==> config.mk <==
export PLATFORM = sky130hd
export DESIGN_NAME = rc_channel_normalizer_unit_flat
export DESIGN_NICKNAME = d
export VERILOG_FILES = /design/src/rtl/core/rcn_pkg.sv /design/src/rtl/core/rcn_in_if.sv /design/src/rtl/core/rcn_out_if.sv /design/src/rtl/core/rc_channel_normalizer_unit.sv /design/src/rtl/core/rcn_div.sv /design/src/flat_wrapper.sv
export VERILOG_INCLUDE_DIRS = /design/src /design/src/rtl/core
export SDC_FILE = /design/constraint.sdc
export NUM_CORES = 1
export LEC_CHECK = 0
export ABC_AREA = 1
export CAP_MARGIN = 20
export CORE_UTILIZATION = 50
export CTS_BUF_LIST = sky130_fd_sc_hd__clkbuf_2 sky130_fd_sc_hd__clkbuf_4 sky130_fd_sc_hd__clkbuf_8
export DETAILED_ROUTE_END_ITERATION = 10
export DONT_BUFFER_PORTS = 1
export PLACE_DENSITY = 0.65
export SYNTH_ARGS = -nofsm -noshare
export SYNTH_HDL_FRONTEND = slang
export SYNTH_SLANG_ARGS = --single-unit
==> constraint.sdc <==
create_clock -name clk_i -period 6.7 [get_ports clk_i]
set_input_delay 1.675 -clock clk_i [delete_from_list [all_inputs] [get_ports clk_i]]
set_output_delay 1.675 -clock clk_i [all_outputs]
set_load 0.03 [all_outputs]
==> src/rtl/core/rc_channel_normalizer_unit_defines.svh <==
// assertion macros for the rc channel normalizer
`ifndef RC_CHANNEL_NORMALIZER_UNIT_DEFINES_SVH
`define RC_CHANNEL_NORMALIZER_UNIT_DEFINES_SVH

// checked only out of reset
`define RCN_ASSERT(name, expr) \
  name: assert property (@(posedge clk_i) disable iff (!rst_ni) (expr)) \
    else $error("rcn assertion failed");

// checked at every edge, reset included
`define RCN_ASSERT_RST(name, expr) \
  name: assert property (@(posedge clk_i) (expr)) \
    else $error("rcn assertion failed");

`endif

==> src/rtl/core/rcn_pkg.sv <==
// shared types and constants of the rc channel normalizer
package rcn_pkg;

  localparam int unsigned PW_W       = 16;
  localparam int unsigned SCALE_W    = 8;
  localparam int unsigned DIR_W      = 2;
  localparam int unsigned CFG_IDX_W  = 2;
  localparam int unsigned CFG_DATA_W = 16;
  localparam int unsigned DIVD_W     = 24;
  localparam int unsigned QUOT_W     = 8;

  localparam logic [PW_W-1:0] RANGE_MIN_RST = 16'd1000;
  localparam logic [PW_W-1:0] RANGE_MAX_RST = 16'd2000;
  localparam logic [PW_W-1:0] HOLD_TOL      = 16'd2;

  localparam logic [DIVD_W-1:0] SCALE_GAIN = 24'd200;
  localparam logic [QUOT_W:0]   SCALE_OFS  = 9'd100;

  localparam logic signed [SCALE_W-1:0] SCALE_POS = 8'sd100;
  localparam logic signed [SCALE_W-1:0] SCALE_NEG = -8'sd100;
  localparam logic signed [SCALE_W-1:0] DEAD_HI   = 8'sd10;
  localparam logic signed [SCALE_W-1:0] DEAD_LO   = -8'sd10;
  localparam logic signed [SCALE_W-1:0] SCALE_ZERO = 8'sd0;

  localparam logic signed [DIR_W-1:0] DIR_POS  = 2'sb01;
  localparam logic signed [DIR_W-1:0] DIR_NEG  = 2'sb11;
  localparam logic signed [DIR_W-1:0] DIR_ZERO = 2'sb00;

  typedef enum logic [CFG_IDX_W-1:0] {
    CFG_RANGE_MIN   = 2'd0,
    CFG_RANGE_MAX   = 2'd1,
    CFG_BINARY_MODE = 2'd2
  } cfg_idx_e;

  typedef enum logic [3:0] {
    ST_IDLE  = 4'b0001,
    ST_SETUP = 4'b0010,
    ST_DIV   = 4'b0100,
    ST_FIN   = 4'b1000
  } state_e;

  typedef struct packed {
    logic              start;
    logic [DIVD_W-1:0] dividend;
    logic [PW_W-1:0]   divisor;
  } div_req_t;

  typedef struct packed {
    logic              done;
    logic [QUOT_W-1:0] quot;
    logic              rem_nz;
  } div_rsp_t;

endpackage

==> src/rtl/core/rcn_in_if.sv <==
// input channel carrying one pulse width sample per beat
interface rcn_in_if;
  logic                      valid;
  logic                      ready;
  logic [rcn_pkg::PW_W-1:0]  pulse_width;

  modport source (output valid, output pulse_width, input ready);
  modport sink   (input valid, input pulse_width, output ready);
endinterface

==> src/rtl/core/rcn_out_if.sv <==
// output channel carrying one normalized result per beat
interface rcn_out_if;
  logic                                valid;
  logic                                ready;
  logic                                accepted;
  logic                                changed;
  logic [rcn_pkg::PW_W-1:0]            held_value;
  logic signed [rcn_pkg::SCALE_W-1:0]  scaled;
  logic signed [rcn_pkg::DIR_W-1:0]    direction;
  logic                                switch_on;

  modport source (output valid, output accepted, output changed, output held_value,
                  output scaled, output direction, output switch_on, input ready);
  modport sink   (input valid, input accepted, input changed, input held_value,
                  input scaled, input direction, input switch_on, output ready);
endinterface

==> src/rtl/core/rc_channel_normalizer_unit.sv <==
// top level of the rc channel normalizer
// the held value goes through the 24-step serial divider, except when it sits below the range
//   minimum, at or above the range maximum, or the range is empty; the result is then set directly
// throughput: one beat per result; no new beat is taken until the last result is registered;
//   the next beat is taken the cycle after the result is registered, even while it waits
// reset: async active low; ranges return to 1000..2000, held value and flag to zero
`include "rc_channel_normalizer_unit_defines.svh"

module rc_channel_normalizer_unit (
  input  logic                             clk_i,
  input  logic                             rst_ni,
  input  logic                             cfg_we_i,
  input  logic [rcn_pkg::CFG_IDX_W-1:0]    cfg_idx_i,
  input  logic [rcn_pkg::CFG_DATA_W-1:0]   cfg_data_i,
  rcn_in_if.sink                           in_i,
  rcn_out_if.source                        out_o
);
  import rcn_pkg::*;

  state_e state_q, state_d;

  logic [PW_W-1:0] range_min_q, range_max_q;
  logic            binary_q;
  logic [PW_W-1:0] held_q;
  logic            chg_q;
  logic            ok_q;
  logic signed [SCALE_W-1:0] res_q;

  logic                      out_valid_q;
  logic                      out_ok_q, out_chg_q, out_sw_q;
  logic [PW_W-1:0]           out_held_q;
  logic signed [SCALE_W-1:0] out_scaled_q;
  logic signed [DIR_W-1:0]   out_dir_q;

  div_req_t div_req;
  div_rsp_t div_rsp;

  logic            in_beat, out_load;
  logic            pw_ok;
  logic [PW_W-1:0] pw_diff;
  logic            empty_rng, below, above;
  logic [PW_W-1:0] offs;
  logic [QUOT_W:0] div_res;
  logic signed [SCALE_W-1:0] dz_res;

  assign in_beat  = in_i.valid && in_i.ready;
  assign out_load = (state_q == ST_FIN) && (!out_valid_q || out_o.ready);

  assign pw_ok   = (in_i.pulse_width >= range_min_q) && (in_i.pulse_width <= range_max_q);
  assign pw_diff = (in_i.pulse_width > held_q) ? in_i.pulse_width - held_q
                                               : held_q - in_i.pulse_width;

  assign empty_rng = range_max_q <= range_min_q;
  assign below     = held_q < range_min_q;
  assign above     = held_q >= range_max_q;
  assign offs      = held_q - range_min_q;

  assign div_req.start    = (state_q == ST_SETUP) && !empty_rng && !below && !above;
  assign div_req.dividend = DIVD_W'(offs) * SCALE_GAIN;
  assign div_req.divisor  = range_max_q - range_min_q;

  // ceil of the quotient below the midpoint gives truncation toward zero
  assign div_res = {1'b0, div_rsp.quot}
                 + ((div_rsp.quot >= QUOT_W'(SCALE_OFS)) ? '0 : (QUOT_W+1)'(div_rsp.rem_nz))
                 - SCALE_OFS;

  assign dz_res = (res_q > DEAD_LO && res_q < DEAD_HI) ? SCALE_ZERO : res_q;

  rcn_div u_div (
    .clk_i  (clk_i),
    .rst_ni (rst_ni),
    .req_i  (div_req),
    .rsp_o  (div_rsp)
  );

  always_comb begin
    state_d = state_q;
    unique case (state_q)
      ST_IDLE:  if (in_i.valid) state_d = ST_SETUP;
      ST_SETUP: state_d = div_req.start ? ST_DIV : ST_FIN;
      ST_DIV:   if (div_rsp.done) state_d = ST_FIN;
      ST_FIN:   if (out_load) state_d = ST_IDLE;
      default:  state_d = ST_IDLE;
    endcase
  end

  always_ff @(posedge clk_i or negedge rst_ni) begin
    if (!rst_ni) begin
      state_q     <= ST_IDLE;
      range_min_q <= RANGE_MIN_RST;
      range_max_q <= RANGE_MAX_RST;
      binary_q    <= 1'b0;
      held_q      <= '0;
      chg_q       <= 1'b0;
      out_valid_q <= 1'b0;
    end else begin
      state_q <= state_d;
      if (cfg_we_i) begin
        unique case (cfg_idx_e'(cfg_idx_i))
          CFG_RANGE_MIN:   range_min_q <= cfg_data_i[PW_W-1:0];
          CFG_RANGE_MAX:   range_max_q <= cfg_data_i[PW_W-1:0];
          CFG_BINARY_MODE: binary_q    <= cfg_data_i[0];
          default: ;
        endcase
      end
      if (in_beat && pw_ok) begin
        if (pw_diff > HOLD_TOL) begin
          held_q <= in_i.pulse_width;
          chg_q  <= 1'b1;
        end else begin
          chg_q  <= 1'b0;
        end
      end
      if (out_load) begin
        out_valid_q <= 1'b1;
      end else if (out_o.ready) begin
        out_valid_q <= 1'b0;
      end
    end
  end

  always_ff @(posedge clk_i) begin
    if (in_beat) begin
      ok_q <= pw_ok;
    end
    if (state_q == ST_SETUP) begin
      if (empty_rng) begin
        res_q <= SCALE_ZERO;
      end else if (below) begin
        res_q <= SCALE_NEG;
      end else if (above) begin
        res_q <= SCALE_POS;
      end
    end
    if (state_q == ST_DIV && div_rsp.done) begin
      res_q <= signed'(div_res[SCALE_W-1:0]);
    end
    if (out_load) begin
      out_ok_q     <= ok_q;
      out_chg_q    <= chg_q;
      out_held_q   <= held_q;
      out_scaled_q <= dz_res;
      out_dir_q    <= (dz_res > SCALE_ZERO) ? DIR_POS
                    : ((dz_res < SCALE_ZERO) ? DIR_NEG : DIR_ZERO);
      out_sw_q     <= binary_q && (held_q == range_max_q);
    end
  end

  assign in_i.ready       = (state_q == ST_IDLE);
  assign out_o.valid      = out_valid_q;
  assign out_o.accepted   = out_ok_q;
  assign out_o.changed    = out_chg_q;
  assign out_o.held_value = out_held_q;
  assign out_o.scaled     = out_scaled_q;
  assign out_o.direction  = out_dir_q;
  assign out_o.switch_on  = out_sw_q;

  `RCN_ASSERT(a_beat_to_setup, in_beat |=> (state_q == ST_SETUP))
  `RCN_ASSERT(a_done_in_div, div_rsp.done |-> (state_q == ST_DIV))
  `RCN_ASSERT_RST(a_dir_sign, out_valid_q |-> ((out_scaled_q == SCALE_ZERO) == (out_dir_q == DIR_ZERO)))
  `RCN_ASSERT(a_scaled_range, out_valid_q |-> (out_scaled_q <= SCALE_POS && out_scaled_q >= SCALE_NEG))

endmodule

==> src/rtl/core/rcn_div.sv <==
// bit-serial restoring divider, one quotient bit per cycle
module rcn_div (
  input  logic              clk_i,
  input  logic              rst_ni,
  input  rcn_pkg::div_req_t req_i,
  output rcn_pkg::div_rsp_t rsp_o
);
  import rcn_pkg::*;

  localparam int unsigned CNT_W = $clog2(DIVD_W);
  localparam logic [CNT_W-1:0] CNT_LAST = CNT_W'(DIVD_W - 1);

  logic              busy_q, busy_d;
  logic              done_q, done_d;
  logic [CNT_W-1:0]  cnt_q, cnt_d;
  logic [DIVD_W-1:0] dq_q, dq_d;
  logic [PW_W-1:0]   rem_q, rem_d;
  logic [PW_W-1:0]   dsr_q, dsr_d;

  logic [PW_W:0]     trial;
  logic [PW_W:0]     diff;
  logic              ge;

  assign trial = {rem_q, dq_q[DIVD_W-1]};
  assign ge    = trial >= {1'b0, dsr_q};
  assign diff  = trial - {1'b0, dsr_q};

  always_comb begin
    busy_d = busy_q;
    done_d = 1'b0;
    cnt_d  = cnt_q;
    dq_d   = dq_q;
    rem_d  = rem_q;
    dsr_d  = dsr_q;
    if (req_i.start) begin
      busy_d = 1'b1;
      cnt_d  = '0;
      dq_d   = req_i.dividend;
      rem_d  = '0;
      dsr_d  = req_i.divisor;
    end else if (busy_q) begin
      dq_d  = {dq_q[DIVD_W-2:0], ge};
      rem_d = ge ? diff[PW_W-1:0] : trial[PW_W-1:0];
      cnt_d = cnt_q + 1'b1;
      if (cnt_q == CNT_LAST) begin
        busy_d = 1'b0;
        done_d = 1'b1;
      end
    end
  end

  always_ff @(posedge clk_i or negedge rst_ni) begin
    if (!rst_ni) begin
      busy_q <= 1'b0;
      done_q <= 1'b0;
      cnt_q  <= '0;
    end else begin
      busy_q <= busy_d;
      done_q <= done_d;
      cnt_q  <= cnt_d;
    end
  end

  always_ff @(posedge clk_i) begin
    dq_q  <= dq_d;
    rem_q <= rem_d;
    dsr_q <= dsr_d;
  end

  assign rsp_o.done   = done_q;
  assign rsp_o.quot   = dq_q[QUOT_W-1:0];
  assign rsp_o.rem_nz = |rem_q;

endmodule

==> src/flat_wrapper.sv <==
// flat-port wrapper written by rule: the top's interface ports become plain ports
module rc_channel_normalizer_unit_flat import rcn_pkg::*;
  (clk_i, rst_ni, cfg_we_i, cfg_idx_i, cfg_data_i, in_i_valid, in_i_pulse_width, in_i_ready, out_o_valid, out_o_accepted, out_o_changed, out_o_held_value, out_o_scaled, out_o_direction, out_o_switch_on, out_o_ready);
  rcn_in_if in_i_i ();
  rcn_out_if out_o_i ();
  input  logic clk_i;
  input  logic rst_ni;
  input  logic cfg_we_i;
  input  logic [rcn_pkg::CFG_IDX_W-1:0] cfg_idx_i;
  input  logic [rcn_pkg::CFG_DATA_W-1:0] cfg_data_i;
  input wire logic [$bits(in_i_i.valid)-1:0] in_i_valid;
  input wire logic [$bits(in_i_i.pulse_width)-1:0] in_i_pulse_width;
  output wire logic [$bits(in_i_i.ready)-1:0] in_i_ready;
  output wire logic [$bits(out_o_i.valid)-1:0] out_o_valid;
  output wire logic [$bits(out_o_i.accepted)-1:0] out_o_accepted;
  output wire logic [$bits(out_o_i.changed)-1:0] out_o_changed;
  output wire logic [$bits(out_o_i.held_value)-1:0] out_o_held_value;
  output wire logic [$bits(out_o_i.scaled)-1:0] out_o_scaled;
  output wire logic [$bits(out_o_i.direction)-1:0] out_o_direction;
  output wire logic [$bits(out_o_i.switch_on)-1:0] out_o_switch_on;
  input wire logic [$bits(out_o_i.ready)-1:0] out_o_ready;
  assign in_i_i.valid = in_i_valid;
  assign in_i_i.pulse_width = in_i_pulse_width;
  assign in_i_ready = in_i_i.ready;
  assign out_o_valid = out_o_i.valid;
  assign out_o_accepted = out_o_i.accepted;
  assign out_o_changed = out_o_i.changed;
  assign out_o_held_value = out_o_i.held_value;
  assign out_o_scaled = out_o_i.scaled;
  assign out_o_direction = out_o_i.direction;
  assign out_o_switch_on = out_o_i.switch_on;
  assign out_o_i.ready = out_o_ready;
  rc_channel_normalizer_unit u_core (.clk_i(clk_i), .rst_ni(rst_ni), .cfg_we_i(cfg_we_i), .cfg_idx_i(cfg_idx_i), .cfg_data_i(cfg_data_i), .in_i(in_i_i), .out_o(out_o_i));
endmodule
==> flow_summary.toml <==
[clock_tree]
cts_tree = "built"
postCtsSetupBuffers = 0
hold_buffers = 0
clk-insertion-delay-late_ns = 0.47
htreeDepth = 4
cts_root_buf = "clkbuf_8"
cts_buffer_depth = 2
numCtsBuffers = 17
cts_resized = 0
path_clk_slew_ns = 0.09
cts_sinks = 156

[global_route]
grt_pass1_wl_mm = 52.8
grt_overflow = 0
grt.total_usage = 0.250
grt_max_degree = 63
grt_pass1_vias = 10600
antenna_found_initial = 0

[route]
drc = 0
post_drt_wl_per_cell_um = 15.5
drt_wl_total_mm = 32.5
firstDrtPassIters = 6
first_iter_violations = 712
final_antenna_net_count = 0
via_per_inst = 5.37
vias = 11300

[synth]
yosys_warnings = 0
synthCells = 1753
yosys-top-cells-area = "ha_1 17%, edfxtp_1 17%, nand2_1 12%, dfrtp_1 9.3%, inv_1 8.8%"
syn_avg_cell_area_um2 = 7.54
ys_seq_elements = 156
seq_area_frac_synth = 0.318
postSynth.asyncResetShare = 0.397
synth.distinct_cells = 51
ys.flop_type = "edfxtp_1"
synth_edf_count = 75
synth_nets = 1990
syn-cell-area_um2 = 13200
synth_area_leader_cell = "ha_1"
yosysTopAreaCellShare = 0.172

[run]
drv_cap = 0

[timing]
setup_viol = 0
tns_ns = 0
fin_crit_sh = 0.756
hold_violations = 0
max-slew-margin-rel = 0.315
max_freq_ghz = 0.197
period_needed_ns = 5.07
rsz0062_at_grt = "no"
slew_viol_final = 0
worst_pin_slew_ns = 1.02
fin_skew_ns = 0.0155
fin_worst_hold_slack_ns = 0.482

[min_path]
hp-class = "reg2reg"
hold_path_end = "u_core.out_o.accepted$_DFFE_PP_"
min_from = "u_core.ok_q$_DFFE_PP_"
worstHoldPathCells = 0

[die]
coreArea_um2 = 26000
start_util = 0.508
fp-row-count = 59
dieArea_um2 = 27100
dieWidth_um = 165
io_pins = 70
die_h_um = 165

[place]
port_buffers = 0
place_congestion = 0.915
dp.cells = 2064
place.detailed.hpwl_mm = 25.8

[worst_setup_path]
r2r_cells = 22
rr_startpoint = "u_core.held_q[1]$_DFFE_PN0P_"
worstPathCellList = "inv_1 > fa_1 > o21ai_1 > nand2_1 > nand2_1 > a21oi_1 > o21ai_2 > a21oi_1 > xor2_1 > ha_1 > ha_1 > inv_1 > fa_1 > inv_1 > ha_1 > a21oi_1 > nor2_1 > nor3b_1 > nand3_1 > a21oi_1 > xor2_1 > o21ai_0"
cp_slowest_cell = "fa_1"
cp-start-kind = "flop"
endpoint_kind = "flop"
r2r_slack_ns = 1.63
worst-setup-path-type = "reg2reg"
path_buf_inv = 3
critPathLaunch = "u_core.held_q[1]$_DFFE_PN0P_"
crit_arrival_ns = 5.25
path_delay_family = "adder cells"
cp.required_ns = 6.88
crit_top_cell = "a21oi_1"
rr_endpoint = "u_core.u_div.dq_q[21]$_DFFE_PP_"
cp_slowest_stage_delay_ns = 0.52
path_max_fanout = 7

[layout]
nNetsFinal = 1985
fill_cells = 2549
drive_gt1_frac = 0.0443
num_antenna_cells = 0
final_cells = 2096
synthToLayoutAreaGrowth_pct = 5.62

[run_status]
run_status = "finished, final reports clean"
==> synthesized netlist by cell type, types with 6 or more instances <==
library cell / number
a21o_1: 10
a21oi_1: 128
a31oi_1: 6
buf_2: 7
clkbuf_1: 15
dfrtp_1: 49
dfstp_2: 13
dfxtp_1: 19
edfxtp_1: 75
fa_1: 16
ha_1: 182
inv_1: 310
inv_2: 6
nand2_1: 423
nand2_2: 7
nand3_1: 118
nand4_1: 19
nor2_1: 93
nor3_1: 20
nor4_1: 7
o211ai_1: 6
o21ai_0: 110
o21bai_1: 9
xnor2_1: 21
xor2_1: 42
==> worst max-delay path by stage <==
stage / to / slack [ns] / cells after the start
floorplan: u_core.u_div.dq_q[23]$_DFFE_PP_ / 2.06 / 25
global placement: u_core.u_div.dq_q[23]$_DFFE_PP_ / 1.74 / 24
detailed placement: u_core.u_div.dq_q[21]$_DFFE_PP_ / 1.60 / 22
CTS: u_core.u_div.dq_q[21]$_DFFE_PP_ / 1.59 / 22
global route: u_core.u_div.dq_q[21]$_DFFE_PP_ / 1.20 / 22
finish: u_core.u_div.dq_q[21]$_DFFE_PP_ / 1.63 / 22
==> layout make-up <==
type / instances / area (µm²) / area share
tap: 335 / 419 / 0.0300
inverter: 318 / 1190 / 0.0856
clock inverter: 14 / 176 / 0.0126
sequential: 156 / 4200 / 0.301
timing repair buffer: 3 / 22.5 / 0.00161
multi-input combinational: 1252 / 7700 / 0.552
clock buffer: 18 / 241 / 0.0173
==> cell families after synthesis <==
family	count (synthesis)	share of synthesized area
compound gates	285	0.117
xor+xnor	63	0.0418
fa+ha+maj	198	0.197
buf+inv	345	0.0998
flops	156	0.318
simple gates	706	0.227
==> through the flow <==
step,setup slack (ns),util,instance area [µm²]
after global routing,1.20,0.537,14000
after detailed placement,1.60,0.521,13500
final,1.63,0.537,14000
after CTS,1.59,0.537,14000
after global placement,1.74,0.521,13500
after floorplan,2.06,-,13200
==> flip-flops by register name, summed over array words and instances, names as in the netlist <==
signal and cells:
u_core.binary_q 1, u_core.chg_q 1, u_core.held_q 16, u_core.ok_q 1
u_core.out_o.accepted 1, u_core.out_o.changed 1, u_core.out_o.direction 2, u_core.out_o.held_value 16
u_core.out_o.scaled 8, u_core.out_o.switch_on 1, u_core.out_o.valid 1, u_core.range_max_q 16
u_core.range_min_q 16, u_core.res_q 8, u_core.state_q 4, u_core.u_div.busy_q 1
u_core.u_div.cnt_q 5, u_core.u_div.done_q 1, u_core.u_div.dq_q 24, u_core.u_div.dsr_q 16
u_core.u_div.rem_q 16
==> cells in the final DEF, fill, tap and decap left out, types with 7 or more instances in the layout <==
cell type,n
nand3_1,118
clkbuf_8,17
a21o_1,10
inv_1,310
nand2_1,423
nand4_1,19
edfxtp_1,75
xor2_1,42
nor2_1,92
nor3_1,20
fa_1,16
o21ai_0,110
nand2_2,7
xnor2_1,21
dfxtp_1,19
o21bai_1,9
nor4_1,7
a21oi_1,128
ha_1,182
dfstp_2,13
dfrtp_1,49
==> worst reg2reg max path: stages (launching register included) <==
cell and delay (ns):
dfrtp_1 0.50, inv_1 0.17, fa_1 0.47, o21ai_1 0.21, nand2_1 0.08, nand2_1 0.06, a21oi_1 0.09, o21ai_2 0.25
a21oi_1 0.15, xor2_1 0.18, ha_1 0.31, ha_1 0.27, inv_1 0.05, fa_1 0.52, inv_1 0.04, ha_1 0.35
a21oi_1 0.22, nor2_1 0.06, nor3b_1 0.17, nand3_1 0.16, a21oi_1 0.20, xor2_1 0.17, o21ai_0 0.10
==> layer usage <==
| metal | track usage | wire length [µm] | share of wire |
|---|---|---|---|
| met1 | 0.331 | 14600 | 0.45 |
| met2 | 0.415 | 15000 | 0.46 |
| met3 | 0.0470 | 2090 | 0.064 |
| met4 | 0.0721 | 765 | 0.024 |
| met5 | 0 | 0 | 0 |
Power is left out: the tool's default activity adds up to more than one toggle a clock period on the data nets, which glitch-free logic cannot reach.
